--- src/rrr_pkg.sv ---
package rrr_pkg;

    localparam int SLOT_COUNT = 16;
    localparam int SLOT_IDX_W = (SLOT_COUNT > 1) ? $clog2(SLOT_COUNT) : 1;

    localparam int IN_TDATA_W  = 168;
    localparam int IN_TUSER_W  = 2;
    localparam int OUT_TDATA_W = 72;

    localparam logic [15:0] SLACK_RESET = 16'd16;

    // Action codes carried in the input tuser.
    localparam logic [1:0] ACT_REMEMBER = 2'd0;
    localparam logic [1:0] ACT_ZONE     = 2'd1;
    localparam logic [1:0] ACT_RESTORE  = 2'd2;
    localparam logic [1:0] ACT_FORGET   = 2'd3;

    // Result status codes.
    localparam logic [1:0] STAT_OK        = 2'd0;
    localparam logic [1:0] STAT_FULL      = 2'd1;
    localparam logic [1:0] STAT_NOT_FOUND = 2'd2;
    localparam logic [1:0] STAT_CHANGED   = 2'd3;

    typedef struct packed {
        logic        [15:0] h;
        logic        [15:0] w;
        logic signed [15:0] y;
        logic signed [15:0] x;
    } rect_t;

    typedef struct packed {
        logic [3:0] zone_in;
        rect_t      rect;
        rect_t      pre;
        logic [31:0] key;
    } item_t;

    typedef struct packed {
        logic        pad;
        rect_t       orig;
        logic [3:0]  zone_out;
        logic        zone_found;
        logic [1:0]  status;
    } result_t;

endpackage

--- src/rect_restore_registry.sv ---
// Registry of SLOT_COUNT slots keyed by a 32-bit handle. Each item on the input stream carries
// an action in tuser (remember, zone query, restore, forget) and its operands in tdata; each
// item gives exactly one result item. A single comparator walks the key store one slot per
// cycle, and a restore that finds its key then has one shared subtract-and-compare unit check
// x, y, w and h against restore_slack in turn. The next item is accepted only after the
// current result is loaded for output. A waiting result does not block the next item unless
// a second result is ready before the first is taken. restore_slack is written through
// cfg_we/cfg_wdata; the user must write it only while the block is idle, which the block
// itself does not enforce. The slot table comes out of reset empty.
module rect_restore_registry
    import rrr_pkg::*;
(
    input  logic                    clk,
    input  logic                    rst_n,
    input  logic                    s_axis_tvalid,
    output logic                    s_axis_tready,
    // key, pre_x, pre_y, pre_w, pre_h, rect_x, rect_y, rect_w, rect_h, zone_in, zero pad
    input  logic [IN_TDATA_W-1:0]   s_axis_tdata,
    // action
    input  logic [IN_TUSER_W-1:0]   s_axis_tuser,
    output logic                    m_axis_tvalid,
    input  logic                    m_axis_tready,
    // status, zone_found, zone_out, out_x, out_y, out_w, out_h, zero pad
    output logic [OUT_TDATA_W-1:0]  m_axis_tdata,
    input  logic                    cfg_we,
    input  logic [15:0]             cfg_wdata
);

    localparam logic [2:0] S_IDLE  = 3'd0;
    localparam logic [2:0] S_SCAN  = 3'd1;
    localparam logic [2:0] S_DRAIN = 3'd2;
    localparam logic [2:0] S_FETCH = 3'd3;
    localparam logic [2:0] S_CHECK = 3'd4;
    localparam logic [2:0] S_DONE  = 3'd5;

    localparam logic [SLOT_IDX_W-1:0] LAST_IDX = SLOT_IDX_W'(SLOT_COUNT - 1);

    logic [2:0]             state_reg, state_next;
    logic [SLOT_COUNT-1:0]  valid_reg, valid_next;
    logic [15:0]            slack_reg;
    logic                   out_valid_reg, out_valid_next;
    result_t                out_data_reg;

    item_t                  item_reg;
    logic [1:0]             action_reg;
    logic [SLOT_IDX_W-1:0]  scan_idx_reg, scan_idx_next;
    logic                   cmp_pend_reg, cmp_pend_next;
    logic [SLOT_IDX_W-1:0]  cmp_idx_reg;
    logic                   hit_reg, hit_next;
    logic [SLOT_IDX_W-1:0]  hit_idx_reg, hit_idx_next;
    logic                   free_reg, free_next;
    logic [SLOT_IDX_W-1:0]  free_idx_reg, free_idx_next;
    logic [1:0]             coord_reg, coord_next;
    logic                   ok_reg, ok_next;

    // Slot stores: one read address and one write address per cycle.
    logic [31:0]            key_mem   [SLOT_COUNT];
    rect_t                  orig_mem  [SLOT_COUNT];
    rect_t                  plac_mem  [SLOT_COUNT];
    logic [3:0]             zone_mem  [SLOT_COUNT];
    logic [31:0]            key_rd_reg;
    rect_t                  orig_rd_reg;
    rect_t                  plac_rd_reg;
    logic [3:0]             zone_rd_reg;

    logic [SLOT_IDX_W-1:0]  rd_addr;
    logic [SLOT_IDX_W-1:0]  wr_addr;
    logic                   wr_upd;
    logic                   wr_ins;

    logic                   in_accept;
    logic                   out_load;
    logic signed [16:0]     cmp_a;
    logic signed [16:0]     cmp_b;
    logic signed [16:0]     diff;
    logic [16:0]            mag;
    logic                   coord_ok;
    result_t                res;

    assign in_accept     = s_axis_tvalid && s_axis_tready;
    assign s_axis_tready = (state_reg == S_IDLE);
    assign m_axis_tvalid = out_valid_reg;
    assign m_axis_tdata  = out_data_reg;
    assign out_load      = !out_valid_reg || m_axis_tready;
    assign rd_addr       = (state_reg == S_SCAN) ? scan_idx_reg : hit_idx_reg;

    // Shared coordinate unit: x and y compare as signed, w and h as unsigned.
    always_comb
    begin
        case (coord_reg)
            2'd0:
            begin
                cmp_a = {item_reg.rect.x[15], item_reg.rect.x};
                cmp_b = {plac_rd_reg.x[15], plac_rd_reg.x};
            end
            2'd1:
            begin
                cmp_a = {item_reg.rect.y[15], item_reg.rect.y};
                cmp_b = {plac_rd_reg.y[15], plac_rd_reg.y};
            end
            2'd2:
            begin
                cmp_a = {1'b0, item_reg.rect.w};
                cmp_b = {1'b0, plac_rd_reg.w};
            end
            default:
            begin
                cmp_a = {1'b0, item_reg.rect.h};
                cmp_b = {1'b0, plac_rd_reg.h};
            end
        endcase
        diff     = cmp_a - cmp_b;
        mag      = diff[16] ? 17'(-diff) : 17'(diff);
        coord_ok = (mag <= {1'b0, slack_reg});
    end

    // Result of the finished item and the table updates that go with it.
    always_comb
    begin
        res        = '0;
        valid_next = valid_reg;
        wr_addr    = hit_idx_reg;
        wr_upd     = 1'b0;
        wr_ins     = 1'b0;
        case (action_reg)
            ACT_REMEMBER:
            begin
                if (hit_reg)
                begin
                    wr_upd = 1'b1;
                end
                else if (free_reg)
                begin
                    wr_addr = free_idx_reg;
                    wr_upd  = 1'b1;
                    wr_ins  = 1'b1;
                    valid_next[free_idx_reg] = 1'b1;
                end
                else
                begin
                    res.status = STAT_FULL;
                end
            end
            ACT_ZONE:
            begin
                if (hit_reg)
                begin
                    res.zone_found = 1'b1;
                    res.zone_out   = zone_rd_reg;
                end
                else
                begin
                    res.status = STAT_NOT_FOUND;
                end
            end
            ACT_RESTORE:
            begin
                if (!hit_reg)
                begin
                    res.status = STAT_NOT_FOUND;
                end
                else
                begin
                    if (ok_reg)
                    begin
                        res.orig = orig_rd_reg;
                    end
                    else
                    begin
                        res.status = STAT_CHANGED;
                    end
                    valid_next[hit_idx_reg] = 1'b0;
                end
            end
            default:
            begin
                if (hit_reg)
                begin
                    valid_next[hit_idx_reg] = 1'b0;
                end
            end
        endcase
    end

    // Sequencer.
    always_comb
    begin
        state_next     = state_reg;
        scan_idx_next  = scan_idx_reg;
        cmp_pend_next  = 1'b0;
        hit_next       = hit_reg;
        hit_idx_next   = hit_idx_reg;
        free_next      = free_reg;
        free_idx_next  = free_idx_reg;
        coord_next     = coord_reg;
        ok_next        = ok_reg;
        out_valid_next = out_valid_reg && !m_axis_tready;

        // The key read for a slot is registered, so it lands in the cycle after its address was issued.
        if (cmp_pend_reg)
        begin
            if (valid_reg[cmp_idx_reg] && (key_rd_reg == item_reg.key) && !hit_reg)
            begin
                hit_next     = 1'b1;
                hit_idx_next = cmp_idx_reg;
            end
            if (!valid_reg[cmp_idx_reg] && !free_reg)
            begin
                free_next     = 1'b1;
                free_idx_next = cmp_idx_reg;
            end
        end

        case (state_reg)
            S_IDLE:
            begin
                if (in_accept)
                begin
                    state_next    = S_SCAN;
                    scan_idx_next = '0;
                    hit_next      = 1'b0;
                    hit_idx_next  = '0;
                    free_next     = 1'b0;
                    free_idx_next = '0;
                    coord_next    = 2'd0;
                    ok_next       = 1'b1;
                end
            end
            S_SCAN:
            begin
                cmp_pend_next = 1'b1;
                scan_idx_next = scan_idx_reg + 1'b1;
                if (scan_idx_reg == LAST_IDX)
                begin
                    state_next = S_DRAIN;
                end
            end
            S_DRAIN:
            begin
                state_next = S_FETCH;
            end
            S_FETCH:
            begin
                if ((action_reg == ACT_RESTORE) && hit_reg)
                begin
                    state_next = S_CHECK;
                end
                else
                begin
                    state_next = S_DONE;
                end
            end
            S_CHECK:
            begin
                ok_next    = ok_reg && coord_ok;
                coord_next = coord_reg + 2'd1;
                if (coord_reg == 2'd3)
                begin
                    state_next = S_DONE;
                end
            end
            S_DONE:
            begin
                if (out_load)
                begin
                    state_next     = S_IDLE;
                    out_valid_next = 1'b1;
                end
            end
            default:
            begin
                state_next = S_IDLE;
            end
        endcase
    end

    always_ff @(posedge clk or negedge rst_n)
    begin
        if (!rst_n)
        begin
            state_reg     <= S_IDLE;
            valid_reg     <= '0;
            slack_reg     <= SLACK_RESET;
            out_valid_reg <= 1'b0;
            cmp_pend_reg  <= 1'b0;
        end
        else
        begin
            state_reg     <= state_next;
            out_valid_reg <= out_valid_next;
            cmp_pend_reg  <= cmp_pend_next;
            if ((state_reg == S_DONE) && out_load)
            begin
                valid_reg <= valid_next;
            end
            if (cfg_we)
            begin
                slack_reg <= cfg_wdata;
            end
        end
    end

    always_ff @(posedge clk)
    begin
        if (in_accept)
        begin
            item_reg   <= item_t'(s_axis_tdata[$bits(item_t)-1:0]);
            action_reg <= s_axis_tuser[1:0];
        end
        scan_idx_reg <= scan_idx_next;
        cmp_idx_reg  <= scan_idx_reg;
        hit_reg      <= hit_next;
        hit_idx_reg  <= hit_idx_next;
        free_reg     <= free_next;
        free_idx_reg <= free_idx_next;
        coord_reg    <= coord_next;
        ok_reg       <= ok_next;
        if ((state_reg == S_DONE) && out_load)
        begin
            out_data_reg <= res;
        end
    end

    // Slot stores.
    always_ff @(posedge clk)
    begin
        if ((state_reg == S_DONE) && out_load)
        begin
            if (wr_upd)
            begin
                plac_mem[wr_addr] <= item_reg.rect;
                zone_mem[wr_addr] <= item_reg.zone_in;
            end
            if (wr_ins)
            begin
                key_mem[wr_addr]  <= item_reg.key;
                orig_mem[wr_addr] <= item_reg.pre;
            end
        end
        key_rd_reg  <= key_mem[rd_addr];
        orig_rd_reg <= orig_mem[rd_addr];
        plac_rd_reg <= plac_mem[rd_addr];
        zone_rd_reg <= zone_mem[rd_addr];
    end

endmodule

--- config.mk ---
export PLATFORM = sky130hd
export DESIGN_NAME = rect_restore_registry
export DESIGN_NICKNAME = d
export VERILOG_FILES = /design/src/rrr_pkg.sv /design/src/rect_restore_registry.sv
export SDC_FILE = /design/constraint.sdc
export NUM_CORES = 2
export LEC_CHECK = 0
export ABC_AREA = 1
export BUFFER_PORTS_ARGS = -buffer_cell sky130_fd_sc_hd__buf_2
export CAP_MARGIN = 20
export CORE_ASPECT_RATIO = 0.7
export CORE_MARGIN = 8
export CORE_UTILIZATION = 31
export CTS_BUF_LIST = sky130_fd_sc_hd__clkbuf_8
export DETAILED_ROUTE_END_ITERATION = 6
export PLACE_DENSITY = 0.52
export RECOVER_POWER = 50
export SLEW_MARGIN = 20
export SYNTH_ARGS = -nofsm -noshare
export SYNTH_HDL_FRONTEND = slang
export SYNTH_SLANG_ARGS = --single-unit
--- constraint.sdc ---
create_clock -name clk -period 13.2 [get_ports clk]
set_clock_uncertainty 0.1 [all_clocks]
set_input_delay 0.66 -clock clk [delete_from_list [all_inputs] [get_ports clk]]
set_output_delay 0.66 -clock clk [all_outputs]
set_load 0.05 [all_outputs]
==> flow_summary.yaml <==
outcome:
  status: "finished with violations"
  violations: "capacitance limit, slew limit"
synth:
  seq_area_frac_synth: 0.769
  yosysWarnings: 0
  syn_area_um2: 118000
  synth_ff_type: "edfxtp_1"
  synthesis.nets: 8971
  synth_cell_types: 47
  postSynthAreaPerCell_um2: 13.5
  synth-seq-cells: 3083
  synth_edf_count: 2868
  async_flop_share: 0.0120
  syn_inst: 8740
sta:
  setup_viol: 0
  drv_slew: 145
  setup_tns_ns: 0
  tightest_slew_ns: 4.00
  period_minus_slack_ns: 6.27
  holdWs_ns: 0.174
  relSlewSlack: -1.67
  clock.fmax_mhz: 159
  finalHoldViolCount: 0
  rsz0062_at_grt: "false"
  min_period_over_period: 0.475
power:
  ir_worst_vdd_mv: 0.183
  power_density_nw_per_um2: 215
  leakagePower_nw: 44.3
hold_path:
  worstHoldEndpoint: "item_reg[124]"
  whs_path_depth: 2
  hold_start: "s_axis_tdata[124]"
  hold_class: "input pin to flip-flop"
critical_path:
  r2r_cells: 13
  r2r-start: "state_reg[1]"
  critical_path_buf_inv_count: 6
  critical-path-top-delay-family: "buffers and inverters"
  crit_top_cell: "nand2_1"
  arrival_ns: 6.83
  r2r-end: "key_mem[10][10]"
  criticalPathCategory: "flip-flop to flip-flop"
  end_kind: "flip-flop"
  reg2reg_slack_ns: 6.93
  cp_slowest_cell: "clkbuf_1"
  critPathMaxFanout: 46
  required_ns: 13.76
  crit_chain: "inv_1 > nand2_1 > nor2_1 > inv_1 > a21oi_4 > clkbuf_1 > nand2_1 > buf_4 > nand2_1 > nand2_1 > nor2_4 > buf_4 > buf_4"
  critPathMaxStageDelay_ns: 1.41
  crit_path_start_kind: "flip-flop"
placed_design:
  dp.final_hpwl_um: 176000
  gp_congestion: 0.841
  portBuffers: 259
drt:
  routedWlPerCell_um: 24.2
  drtPass1Iterations: 7
  vias_per_cell: 5.14
  num_vias: 75771
  wl_um: 357000
  final_antenna_net_count: 0
  remaining_drc_errors: 0
  drt_iter0_drc: 7484
die:
  die_area_um2: 400000
  io_pins: 265
  fp.coreArea_um2: 379000
  fp.dieH_um: 532
  start_util: 0.311
  die_x_um: 753
  row_count: 189
clock_network:
  clk_path_buf_depth: 4
  cts_sinks: 3083
  ctsResizeCount: 0
  h-tree-depth: 5
  cts_root_buf: "clkbuf_8"
  ctsHoldBuffers: 215
  cts_tree: "built"
  clk_latency_ns: 1.10
  postCtsSetupRepairBufs: 0
  cts.reportedPaths.clkPinSlew_ns: 0.06
  numCtsBuffers: 479
layout:
  nNetsFinal: 9483
  final_cell_mix: "2868 x edfxtp_1, 1714 x nor2_1, 1116 x o21ai_0, 627 x o22ai_1, 549 x o21ai_1"
  mostFrequentLayoutCell: "edfxtp_1"
  reg.largest.list: "orig_mem: 1024 flops, plac_mem: 1024 flops, key_mem: 512 flops"
  drive_gt1_frac: 0.0922
  fillCellCount: 36171
  syn_to_final_growth_pct: 15.3
global_route:
  grt_pass1_wl_um: 514000
  antenna_found_initial: 54
  overflow: 0
  grt_usage: 0.170
  grt_max_degree: 217
  grt_pass1_vias: 74379
flow_run:
  max-cap-violations: 5
## power by group
part	internal [mW]	switching, mW	leakage [nW]
logic	2.62	6.58	11.1
registers	11.6	0.587	27.8
clock network	4.02	3.76	5.42
total	18.2	10.9	44.3
## metrics by stage
| stage | area, um^2 | util | instances | setup slack (ns) | power [mW] |
|---|---|---|---|---|---|
| 5_1_grt | 136000 | 0.359 | 14731 | 6.45 | 30.9 |
| 4_1_cts | 136000 | 0.359 | 14726 | 7.07 | 29.3 |
| 6_report | 136000 | 0.359 | 14737 | 6.93 | 29.1 |
| 3_5_place_dp | 125000 | 0.329 | 13616 | 7.09 | 21.4 |
| 3_3_place_gp | 124000 | 0.329 | 13610 | 6.86 | 21.4 |
| 2_1_floorplan | 118000 | - | 8740 | 2.76 | 18.5 |
## layer usage
layer	vias up	GRT usage	wire, um
li1	33609	-	-
met3	545	0.0318	26700
met4	18	0.0437	8160
met2	2943	0.261	157000
met5	-	0	111
met1	38656	0.248	165000
## worst max-delay path by stage
stage	from	to	cells past startpoint
global placement	coord_reg[0]	ok_reg	39
finish	state_reg[1]	key_mem[10][10]	13
CTS	coord_reg[0]	ok_reg	39
global route	coord_reg[0]	ok_reg	39
floorplan	state_reg[0]	scan_idx_reg[0]	7
detailed placement	coord_reg[0]	ok_reg	39
## Yosys cell counts (6+ instances only)
master	number	area (um^2)
clkbuf_1	301	1130
o21ai_0	1116	5590
o221ai_1	130	1140
nand3_1	97	485
inv_1	217	815
buf_1	16	60.1
edfxtp_1	2868	86100
buf_2	229	1150
o21ai_1	550	2750
a31oi_1	15	93.8
dfrtp_1	36	901
or2_2	6	37.5
a21oi_1	48	240
buf_4	22	165
dfxtp_1	178	3560
xor2_1	20	175
nand3b_1	8	60.1
xnor2_1	13	114
a22o_1	16	140
nand2_1	325	1220
nor2_1	1744	6550
ha_1	39	488
o211ai_1	57	428
buf_6	7	78.8
o22ai_1	627	3920
nand4_1	14	87.6
nor3_1	9	45.0
## cells by family after synthesis
kind of cell,share of synthesized area
muxes,0.0000956
other,0.0000318
buffers and inverters,0.0291
xor gates and xnor gates,0.00245
DFF,0.769
AOI/OAI and AO/OA,0.122
adders and majority gates,0.00431
and+or+nand+nor,0.0728
## layout make-up
class | instances | area [um^2] | area share
inverters | 223 | 881 | 0.00649
clock buffers | 533 | 7340 | 0.0540
repair buffers | 607 | 4550 | 0.0335
well taps | 5061 | 6330 | 0.0466
clock inverters | 362 | 2020 | 0.0149
diodes | 10 | 25.0 | 0.000184
multi-input cells | 4858 | 24000 | 0.177
flip-flops and latches | 3083 | 90600 | 0.667
Note: power is estimated with default switching activity, not from simulation.
